[src/hw/rtl/nps_pkg.sv]
// Shared types and field widths for the priority scheduler.
package nps_pkg;

    localparam int ARR_W   = 16;
    localparam int BURST_W = 16;
    localparam int PRIO_W  = 8;
    localparam int JIDX_W  = 4;
    localparam int TIME_W  = 21;
    localparam int WAIT_W  = 20;
    localparam int WSUM_W  = 24;
    localparam int TSUM_W  = 25;

    // One stored job entry
    typedef struct packed {
        logic [ARR_W-1:0]   arrival;
        logic [BURST_W-1:0] burst;
        logic [PRIO_W-1:0]  prio;
    } job_t;

endpackage

[src/hw/rtl/nonpreemptive_priority_scheduler.sv]
// Non-preemptive priority scheduler: job store, scan control and result path.
//
// Jobs load one per cycle (start high while busy low). The item with last_item
// set raises busy and schedules the stored set; busy falls at the edge that
// puts out the final result. For each job to be completed the job memory
// streams through the candidate tracker (one read issued per cycle, each
// entry evaluated in the cycle after its registered read, then the last
// evaluation is drained), followed by the completion, turnaround, waiting
// and sum arithmetic states. Each result is shown for one cycle with
// out_valid; the receiver cannot stall it.
module nonpreemptive_priority_scheduler
    import nps_pkg::*;
#(
    parameter int MAX_PROCS = 16
) (
    input  logic               clk,
    input  logic               rst_n,
    input  logic               start,
    output logic               busy,
    input  logic [ARR_W-1:0]   arrival_time,
    input  logic [BURST_W-1:0] burst_time,
    input  logic [PRIO_W-1:0]  job_priority,
    input  logic               last_item,
    output logic               out_valid,
    output logic [JIDX_W-1:0]  job_index,
    output logic [TIME_W-1:0]  completion_time,
    output logic [WAIT_W-1:0]  waiting_time,
    output logic [TIME_W-1:0]  turnaround_time,
    output logic [WSUM_W-1:0]  total_wait,
    output logic [TSUM_W-1:0]  total_turnaround,
    output logic               last_result
);

    localparam int IDX_W = (MAX_PROCS > 1) ? $clog2(MAX_PROCS) : 1;
    localparam int CNT_W = $clog2(MAX_PROCS + 1);
    localparam logic [CNT_W-1:0] CNT_MAX = CNT_W'(MAX_PROCS);

    typedef enum logic [2:0] {
        S_IDLE,
        S_SCAN,
        S_CT,
        S_TAT,
        S_WT,
        S_OUT
    } state_t;

    state_t             state_reg;
    logic [CNT_W-1:0]   count_reg;
    logic [CNT_W-1:0]   iss_cnt_reg;
    logic [CNT_W-1:0]   pick_cnt_reg;
    logic               eval_vld_reg;
    logic [IDX_W-1:0]   eval_idx_reg;
    logic [MAX_PROCS-1:0] done_reg;
    logic [TIME_W-1:0]  time_reg;
    logic [TIME_W-1:0]  tat_reg;
    logic [WAIT_W-1:0]  wt_reg;
    logic [WSUM_W-1:0]  wsum_reg;
    logic [TSUM_W-1:0]  tsum_reg;
    logic               busy_reg;
    logic               out_valid_reg;
    logic [JIDX_W-1:0]  job_index_reg;
    logic [TIME_W-1:0]  completion_reg;
    logic [WAIT_W-1:0]  waiting_reg;
    logic [TIME_W-1:0]  turnaround_reg;
    logic [WSUM_W-1:0]  total_wait_reg;
    logic [TSUM_W-1:0]  total_tat_reg;
    logic               last_result_reg;

    // job memory, one read port with registered data
    job_t               mem [MAX_PROCS];
    job_t               rd_data_reg;
    logic [IDX_W-1:0]   rd_addr;
    logic               accept;
    logic               load_ok;
    job_t               wr_data;

    // tracker interface
    logic               pick_clear;
    job_t               win;
    logic [IDX_W-1:0]   win_idx;
    logic               win_gap;
    logic [TIME_W-1:0]  base_time;
    logic [WSUM_W-1:0]  wsum_sum;
    logic               final_pick;

    assign accept  = start && !busy_reg;
    assign load_ok = count_reg < CNT_MAX;
    assign wr_data = '{arrival: arrival_time, burst: burst_time, prio: job_priority};
    assign rd_addr = iss_cnt_reg[IDX_W-1:0];

    // memory write on load, read every cycle
    always_ff @(posedge clk) begin
        if (accept && load_ok)
            mem[count_reg[IDX_W-1:0]] <= wr_data;
        rd_data_reg <= mem[rd_addr];
    end

    // tracker is cleared on entry to a scan
    assign pick_clear = (state_reg == S_IDLE) || (state_reg == S_OUT);

    nps_pick #(
        .IDX_W (IDX_W)
    ) u_pick (
        .clk      (clk),
        .rst_n    (rst_n),
        .clear    (pick_clear),
        .eval     (eval_vld_reg && (state_reg == S_SCAN)),
        .entry    (rd_data_reg),
        .idx      (eval_idx_reg),
        .done     (done_reg[eval_idx_reg]),
        .cur_time (time_reg),
        .win      (win),
        .win_idx  (win_idx),
        .win_gap  (win_gap)
    );

    // start of run for the winner: now, or its arrival across an idle gap
    assign base_time  = win_gap ? TIME_W'(win.arrival) : time_reg;
    assign wsum_sum   = wsum_reg + WSUM_W'(wt_reg);
    assign final_pick = (pick_cnt_reg + CNT_W'(1)) == count_reg;

    // sequencer, state and registered outputs
    always_ff @(posedge clk or negedge rst_n) begin
        if (!rst_n) begin
            state_reg       <= S_IDLE;
            count_reg       <= '0;
            iss_cnt_reg     <= '0;
            pick_cnt_reg    <= '0;
            eval_vld_reg    <= 1'b0;
            eval_idx_reg    <= '0;
            done_reg        <= '0;
            time_reg        <= '0;
            tat_reg         <= '0;
            wt_reg          <= '0;
            wsum_reg        <= '0;
            tsum_reg        <= '0;
            busy_reg        <= 1'b0;
            out_valid_reg   <= 1'b0;
            job_index_reg   <= '0;
            completion_reg  <= '0;
            waiting_reg     <= '0;
            turnaround_reg  <= '0;
            total_wait_reg  <= '0;
            total_tat_reg   <= '0;
            last_result_reg <= 1'b0;
        end
        else begin
            out_valid_reg <= 1'b0;
            unique case (state_reg)
                S_IDLE: begin
                    if (accept) begin
                        if (load_ok)
                            count_reg <= count_reg + CNT_W'(1);
                        if (last_item) begin
                            busy_reg     <= 1'b1;
                            iss_cnt_reg  <= '0;
                            pick_cnt_reg <= '0;
                            eval_vld_reg <= 1'b0;
                            state_reg    <= S_SCAN;
                        end
                    end
                end
                S_SCAN: begin
                    // issue one read per cycle, evaluate it in the cycle after
                    if (iss_cnt_reg < count_reg) begin
                        eval_vld_reg <= 1'b1;
                        eval_idx_reg <= iss_cnt_reg[IDX_W-1:0];
                        iss_cnt_reg  <= iss_cnt_reg + CNT_W'(1);
                    end
                    else begin
                        eval_vld_reg <= 1'b0;
                        if (!eval_vld_reg)
                            state_reg <= S_CT;
                    end
                end
                S_CT: begin
                    time_reg          <= base_time + TIME_W'(win.burst);
                    done_reg[win_idx] <= 1'b1;
                    state_reg         <= S_TAT;
                end
                S_TAT: begin
                    tat_reg   <= time_reg - TIME_W'(win.arrival);
                    state_reg <= S_WT;
                end
                S_WT: begin
                    wt_reg    <= WAIT_W'(tat_reg - TIME_W'(win.burst));
                    tsum_reg  <= tsum_reg + TSUM_W'(tat_reg);
                    state_reg <= S_OUT;
                end
                S_OUT: begin
                    out_valid_reg   <= 1'b1;
                    job_index_reg   <= JIDX_W'(win_idx);
                    completion_reg  <= time_reg;
                    waiting_reg     <= wt_reg;
                    turnaround_reg  <= tat_reg;
                    total_wait_reg  <= wsum_sum;
                    total_tat_reg   <= tsum_reg;
                    last_result_reg <= final_pick;
                    if (final_pick) begin
                        // end of set: clear for the next one
                        count_reg <= '0;
                        done_reg  <= '0;
                        time_reg  <= '0;
                        wsum_reg  <= '0;
                        tsum_reg  <= '0;
                        busy_reg  <= 1'b0;
                        state_reg <= S_IDLE;
                    end
                    else begin
                        wsum_reg     <= wsum_sum;
                        pick_cnt_reg <= pick_cnt_reg + CNT_W'(1);
                        iss_cnt_reg  <= '0;
                        eval_vld_reg <= 1'b0;
                        state_reg    <= S_SCAN;
                    end
                end
                default: begin
                    state_reg <= S_IDLE;
                end
            endcase
        end
    end

    assign busy             = busy_reg;
    assign out_valid        = out_valid_reg;
    assign job_index        = job_index_reg;
    assign completion_time  = completion_reg;
    assign waiting_time     = waiting_reg;
    assign turnaround_time  = turnaround_reg;
    assign total_wait       = total_wait_reg;
    assign total_turnaround = total_tat_reg;
    assign last_result      = last_result_reg;

endmodule

[src/hw/rtl/nps_pick.sv]
// Candidate tracker: folds scanned job entries into the next job to run.
module nps_pick
    import nps_pkg::*;
#(
    parameter int IDX_W = 4
) (
    input  logic              clk,
    input  logic              rst_n,
    input  logic              clear,
    input  logic              eval,
    input  job_t              entry,
    input  logic [IDX_W-1:0]  idx,
    input  logic              done,
    input  logic [TIME_W-1:0] cur_time,
    output job_t              win,
    output logic [IDX_W-1:0]  win_idx,
    output logic              win_gap
);

    // best job already arrived
    logic             a_found_reg;
    job_t             a_best_reg;
    logic [IDX_W-1:0] a_idx_reg;
    // best job at the earliest pending arrival, used across an idle gap
    logic             g_found_reg;
    job_t             g_best_reg;
    logic [IDX_W-1:0] g_idx_reg;

    logic arrived;
    logic a_take;
    logic g_take;

    assign arrived = !done && (TIME_W'(entry.arrival) <= cur_time);

    // strict beats only: entries come in ascending index order
    assign a_take = arrived && (!a_found_reg
                    || (entry.prio > a_best_reg.prio)
                    || ((entry.prio == a_best_reg.prio)
                        && (entry.arrival < a_best_reg.arrival)));

    assign g_take = !done && (!g_found_reg
                    || (entry.arrival < g_best_reg.arrival)
                    || ((entry.arrival == g_best_reg.arrival)
                        && (entry.prio > g_best_reg.prio)));

    // found flags
    always_ff @(posedge clk or negedge rst_n) begin
        if (!rst_n) begin
            a_found_reg <= 1'b0;
            g_found_reg <= 1'b0;
        end
        else if (clear) begin
            a_found_reg <= 1'b0;
            g_found_reg <= 1'b0;
        end
        else if (eval) begin
            if (a_take)
                a_found_reg <= 1'b1;
            if (g_take)
                g_found_reg <= 1'b1;
        end
    end

    // candidate payload
    always_ff @(posedge clk) begin
        if (eval && !clear) begin
            if (a_take) begin
                a_best_reg <= entry;
                a_idx_reg  <= idx;
            end
            if (g_take) begin
                g_best_reg <= entry;
                g_idx_reg  <= idx;
            end
        end
    end

    // winner: arrived job if any, else jump to the next arrival
    assign win_gap = !a_found_reg;
    assign win     = a_found_reg ? a_best_reg : g_best_reg;
    assign win_idx = a_found_reg ? a_idx_reg : g_idx_reg;

endmodule
[config.mk]
export PLATFORM = sky130hd
export DESIGN_NAME = nonpreemptive_priority_scheduler
export DESIGN_NICKNAME = d
export VERILOG_FILES = /design/src/hw/rtl/nps_pkg.sv /design/src/hw/rtl/nonpreemptive_priority_scheduler.sv /design/src/hw/rtl/nps_pick.sv
export SDC_FILE = /design/constraint.sdc
export NUM_CORES = 1
export LEC_CHECK = 0
export ABC_AREA = 1
export BUFFER_PORTS_ARGS = -buffer_cell sky130_fd_sc_hd__buf_2
export CORE_MARGIN = 8
export CORE_UTILIZATION = 59
export CTS_BUF_LIST = sky130_fd_sc_hd__clkbuf_4 sky130_fd_sc_hd__clkbuf_8
export DETAILED_ROUTE_END_ITERATION = 8
export PLACE_DENSITY_LB_ADDON = 0.15
export SLEW_MARGIN = 40
export SYNTH_ARGS = -nofsm -noshare
export SYNTH_HDL_FRONTEND = slang
export SYNTH_SLANG_ARGS = --single-unit
[constraint.sdc]
create_clock -name clk -period 4.6 [get_ports clk]
set_input_delay 0.23 -clock clk [delete_from_list [all_inputs] [get_ports clk]]
set_output_delay 0.23 -clock clk [all_outputs]
set_load 0.005 [all_outputs]
=== Word level (Yosys, flattened, before mapping) ===
Memories as Yosys holds them, arrays and structs flattened. A register that Yosys moved wholly into a read port is not among the register bits.
Index checks and enable logic that the tools add are counted.

* Register bits: 358
* Memory bits (writable): 640
* Input port bits: 44
* Output and inout bits: 118
* Word-level logic and storage cells: 157
* Memories kept: 1

{| class="wikitable"
|+ Memory list
! memory !! words !! bits a word !! read ports !! clocked after memory_dff !! write ports !! RTL line !! source
|-
| mem || 16 || 40 || 1 || 1 || 1 || nonpreemptive_priority_scheduler.sv:70 || <nowiki>job_t mem [MAX_PROCS];</nowiki>
|}

* $add $sub $neg: 8
* Order comparisons: 10
* Eq/ne operators: 16
* Mux-type cells: 49
* Bitwise operators: 1
* Reductions and logical operators: 41

{| class="wikitable"
|+ Operators by type and width
! operator !! count
|-
| $pmux W25 S2 || 1
|-
| $mux W21 || 2
|-
| $pmux W21 S2 || 1
|-
| $mux W40 || 1
|-
| $mux W5 || 8
|-
| $lt A16 B16 Y1 || 2
|-
| $pmux W16 S2 || 1
|-
| $add A25 B21 Y25 || 1
|-
| $mux W25 || 1
|-
| $add A24 B20 Y24 || 1
|-
| $mux W24 || 1
|-
| $add A21 B16 Y21 || 1
|-
| $le A16 B21 Y1 || 1
|-
| $sub A21 B16 Y21 || 1
|-
| $pmux W5 S2 || 2
|-
| $reduce_and A4 Y1 || 5
|-
| $sub A20 B16 Y20 || 1
|-
| $mux W1 || 19
|-
| $pmux W3 S6 || 1
|-
| $eq A16 B16 Y1 || 1
|-
| $gt A8 B8 Y1 || 2
|-
| $mux W16 || 1
|-
| $or A16 B16 Y16 || 1
|-
| $add A5 B1 Y5 const B || 3
|-
| other kinds (26) || 66
|}

=== Depth between registers and ports, before layout ===
* Depth after elaboration: 8
* Depth in mapped cells: 20
* Mapped depth without buffers: 17

=== Cells and area by module ===
Synthesis repeated with hierarchy kept, for this count alone.

* Cell total of the unflattened synthesis: 4,821
* Area total of the unflattened synthesis: 47,650.7 um2

{| class="wikitable"
|+ Modules (own cells, without submodules)
! module !! times used !! cells an instance !! area an instance (um2) !! sequential area each (um2)
|-
| nonpreemptive_priority_scheduler || 1 || 4,320 || 42,698.5 || 26,725.6
|-
| nps_pick || 1 || 501 || 4,952.2 || 2,692.6
|}

=== Worst setup path after synthesis ===
Ideal clock, no wire load.

* Path type: register to register
* Start: register time_reg[2]
* End: register u_pick.a_best_reg[0] in the netlist's numbering (enable)
* Setup time: 0.460 ns
* Arrival: 3.412 ns
* Data required time: 4.140 ns
* Slack: 0.727 ns
* Cell stages (with the launch flop): 12
* Buffers on the path: 0
* Clock period less this slack: 3.873 ns
* Path through: dfrtp_1 -> inv_1 -> ha_1 -> nand2_1 -> inv_1 -> o21ai_0 -> nand3_1 -> nand2_1 -> nand3_1 -> nand2_1 -> nand2_1 -> a21oi_1

* Cells in the longest elaborated chain, start to end: 4

{| class="wikitable"
|+ RTL lines
! element !! RTL line !! source
|-
| from (decl) || nonpreemptive_priority_scheduler.sv:54 || <nowiki>logic [TIME_W-1:0] time_reg;</nowiki>
|-
| from (signal assigned) || nonpreemptive_priority_scheduler.sv:177 || <nowiki>time_reg <= base_time + TIME_W'(win.burst);</nowiki>
|-
| $le A16 B21 Y1 || nps_pick.sv:33 || <nowiki>assign arrived = !done && (TIME_W'(entry.arrival) <= cur_time);</nowiki>
|-
| $logic_and A1 B1 Y1 || nps_pick.sv:33 ||
|-
| $logic_and A1 B1 Y1 || nps_pick.sv:36 || <nowiki>assign a_take = arrived && (!a_found_reg</nowiki>
|-
| $reduce_and A2 Y1 (no line) || - ||
|-
| to (signal assigned) || nps_pick.sv:68 || <nowiki>a_best_reg <= entry;</nowiki>
|-
| to (decl) || nps_pick.sv:22 || <nowiki>job_t a_best_reg;</nowiki>
|}

No other way between the ends.
A chain may end at the register's enable or synchronous reset.

=== Worst setup path after layout ===
* Start: register u_pick.a_found_reg
* End: register time_reg[20]

* Cells in the longest elaborated chain, start to end: 4

{| class="wikitable"
|+ RTL lines
! element !! RTL line !! source
|-
| from (decl) || nps_pick.sv:21 || <nowiki>logic a_found_reg;</nowiki>
|-
| from (signal assigned) || nps_pick.sv:49 || <nowiki>a_found_reg <= 1'b0;</nowiki>
|-
| from (signal assigned) || nps_pick.sv:53 || <nowiki>a_found_reg <= 1'b0;</nowiki>
|-
| from (signal assigned) || nps_pick.sv:58 || <nowiki>a_found_reg <= 1'b1;</nowiki>
|-
| $mux W40 || nps_pick.sv:80 || <nowiki>assign win = a_found_reg ? a_best_reg : g_best_reg;</nowiki>
|-
| $mux W21 || nonpreemptive_priority_scheduler.sv:118 || <nowiki>assign base_time = win_gap ? TIME_W'(win.arrival) : time_reg;</nowiki>
|-
| $add A21 B16 Y21 * || nonpreemptive_priority_scheduler.sv:177 ||
|-
| $pmux W21 S2 * || nonpreemptive_priority_scheduler.sv:149 || <nowiki>unique case (state_reg)</nowiki>
|}

Every way passes the cells marked *; elsewhere a longest branch is shown, timed or not.

==> summary.txt <==
GRT Total Usage: 28.5%
Status: finished, final reports clean
Leak pwr: 22.0 nW
CTS clk-pin slew, worst paths: 0.06 ns
Post-route cell area: 53000 sq um
Fin cells: 6086
Vias in the first global route: 34330
Power Total: 36.1 mW
Worst Max-Slew Pin Slew: 0.870 ns
Crit-path max FO: 39
Total Neg Setup Slack: 0 ns
Quantity of I/O buffers inserted on ports: 161
RR Endpoint: time_reg[20]
Total core area: 79000 sq um
Via density per instance: 5.80
Critical Setup Path Class: reg -> reg
Hold Crit Class: in -> reg
RR Startpoint: u_pick.a_found_reg
Internal power: 20.9 mW
Metal2 WL: 61300 microns
Top Metal Used: met4
Library cells used by synthesis: 49
IO Pins: 162
Max FFs per register: 640
PwrDens: 680 nW/um^2
GP Congestion: 0.973
Routed vias: 35278
Die Height: 298 microns
Critical Path Source Type: flop
Ys Warns: 0
Clk pwr share: 22.7%
DRC viols: 0
Mapped cell area: 47100 sq um
Combinational power share: 40.3%
Sequential element share of the synthesized area: 62.5%
Total CTS buffers: 165
Grt total ovfl: 0
Drt initial violations: 3305
Mean Syn Cell Area: 10.1 sq um
Initial core utilization: 59.6%
Detail Route Antenna Nets: 0
Seq pwr share: 37.0%
Period utilisation layout: 70.4%
Depth of the worst hold-timing path: 2
CP delay by family, top: simple AND/OR/NAND/NOR gates
Hold Vio Cnt, Final: 0
Fillcell total: 6168
Met1 wire length: 52500 microns
Hold_ws: 0.300 ns
CTS sink cnt: 1038
CP Cell Sequence: inv_2 > nand2_1 > nand2_1 > ha_1 > inv_1 > fa_1 > inv_1 > nand3_1 > nand2_1 > nand3_1 > nand2_1 > nand2_1 > nand2_1 > nand3b_1 > nand3_1 > nand2_1
First-pass DRT Iterations: 8
Flop2flop setup slack: 1.36 ns
Drt wl/cell: 21.3 microns
Top-count cell post-synth: nand2_1
Area Overhead vs Synth: 12.7%
Critical Path AT: 3.96 ns
Initial antenna violation count: 7
Synth top area share: 46.5%
CP Capture Type: flop
Max VDD drop: 0.365 mV
Synth area leader: edfxtp_1
Area after DPL: 49100 sq um
Clock Path Buffers: 3
Final Skew: 0.0578 ns
Maximum level of the CTS H-tree: 4
WP data required: 5.32 ns
FF-to-FF path depth: 16
Clock Latency Late Sink: 0.85 ns
Worst Slack Setup Final: 1.36 ns
Slew Viols, Final: 0
Switching power: 15.2 mW
CP peak stage delay: 0.56 ns
Yosys reg bits: 1038
Max_slew headroom: 42.0%
Hold worst-path end: mem[6][29]
FFs w/ async S/R, synth: 26.0%
Sw Ratio: 42.2%
Pre-CTS WS: 1.40 ns
EDFF count, synth: 728
Final core utilization: 67.1%
First-pass GRT wire length: 199000 microns
CTS tree: done
Synth top cells by count: 993 x nand2_1, 728 x edfxtp_1, 573 x nor2_1, 535 x o21ai_0, 322 x inv_1
Clock root cell: clkbuf_8
Synth Net Count: 4868
Sum of buffers and inverters on the critical path: 3
Hold path start: arrival_time[5]
# rows: 103
Met3 wire len: 9850 microns
Worst path slowest cell: dfrtp_2
Post-Synthesis Cells: 4657
Max Freq: 0.309 GHz
Most frequently used flop master after synthesis: edfxtp_1
RSZ-0062 raised after global routing: false
Setup bufs post-CTS: 0
Die X: 298 microns
Setup-failing EPs final: 0
Hpwl dp: 83800 microns
Largest cells by area after synthesis: edfxtp_1 46%, dfrtp_1 14%, nand2_1 7.9%, o21ai_0 5.7%, nor2_1 4.6%
Inst Count DP: 5729
Largest net degree at the start of global routing: 126
Die ar.: 89000 sq um
Fraction of layout cells with a size suffix above 1: 11.6%
Worst Setup SP: u_pick.a_found_reg
Routed WL: 130000 microns
Most common cell type on the critical path: nand2_1
Maxcap violations: 0
# nets final: 5102
Post-layout min period: 3.24 ns
layout make-up:
type                    count  area [sq um]  area share, %
diodes                      4          10.0         0.0189
well taps                1050          1310           2.48
clock buffers             246          3000           5.65
flip-flops and latches   1038         29400           55.5
multi-input cells        3093         15700           29.6
inverters                 333          1270           2.40
repair buffers            260          1800           3.40
clock inverters            62           502          0.946
metal layers:
| metal | track usage (%) | vias up |
|---|---|---|
| li1 | - | 16645 |
| met1 | 37.3 | 16769 |
| met2 | 46.7 | 1534 |
| met3 | 4.82 | 330 |
| met4 | 13.3 | 0 |
| met5 | 0 | - |
timing repair:
item | CTS | global route
gates resized for setup | 0 | 0
hold buffers | 45 | 0
hold endpoints to repair | 760 | 0
placed cells by master, fill, tap and decap left out, types with 12 or more instances in the layout:
cell / instances
clkinv_2: 21
a22oi_1: 13
nand2_1: 993
clkbuf_4: 62
edfxtp_1: 728
dfxtp_1: 40
inv_1: 320
o21ai_0: 534
o21ai_1: 18
buf_4: 42
o21bai_1: 25
a21oi_1: 190
or2_2: 25
dlygate4sd3_1: 45
o22ai_1: 197
a31oi_1: 12
clkinv_1: 21
nor2_4: 18
dfrtp_1: 265
nor2_1: 557
nand3_1: 179
ha_1: 162
clkbuf_8: 184
xnor2_1: 18
buf_2: 160
xor2_1: 15
nand4_1: 51
nor3_1: 29
logic make-up (layout without fill, tap and decap cells):
| kind of cell | after synthesis | count (layout) | synth area share, % |
|---|---|---|---|
| compound gates | 1007 | 1007 | 11.6 |
| xor+xnor | 33 | 33 | 0.614 |
| fa+ha+maj | 167 | 167 | 4.52 |
| buf+inv | 526 | 901 | 4.42 |
| flops | 1038 | 1038 | 62.5 |
| other cells | 0 | 4 | 0 |
| simple gates | 1886 | 1886 | 16.3 |
power groups by stage:
stage | sequential (mW) | clock (mW) | combinational, mW
floorplan | 12.6 | 0 | 10.1
global placement | 13.5 | 0 | 14.1
detailed placement | 13.5 | 0 | 14.3
CTS | 13.3 | 8.29 | 14.4
global route | 13.5 | 8.72 | 16.3
finish | 13.3 | 8.19 | 14.5
worst max path at each step:
| stage | endpoint | slack (ns) | cells past startpoint |
|---|---|---|---|
| floorplan | u_pick.a_best_reg[0] | 0.73 | 11 |
| global placement | time_reg[15] | 1.45 | 12 |
| detailed placement | time_reg[15] | 1.40 | 12 |
| CTS | time_reg[15] | 1.40 | 12 |
| global route | time_reg[15] | 0.94 | 12 |
| finish | time_reg[20] | 1.36 | 16 |
Power figures use the tool's default switching activity.
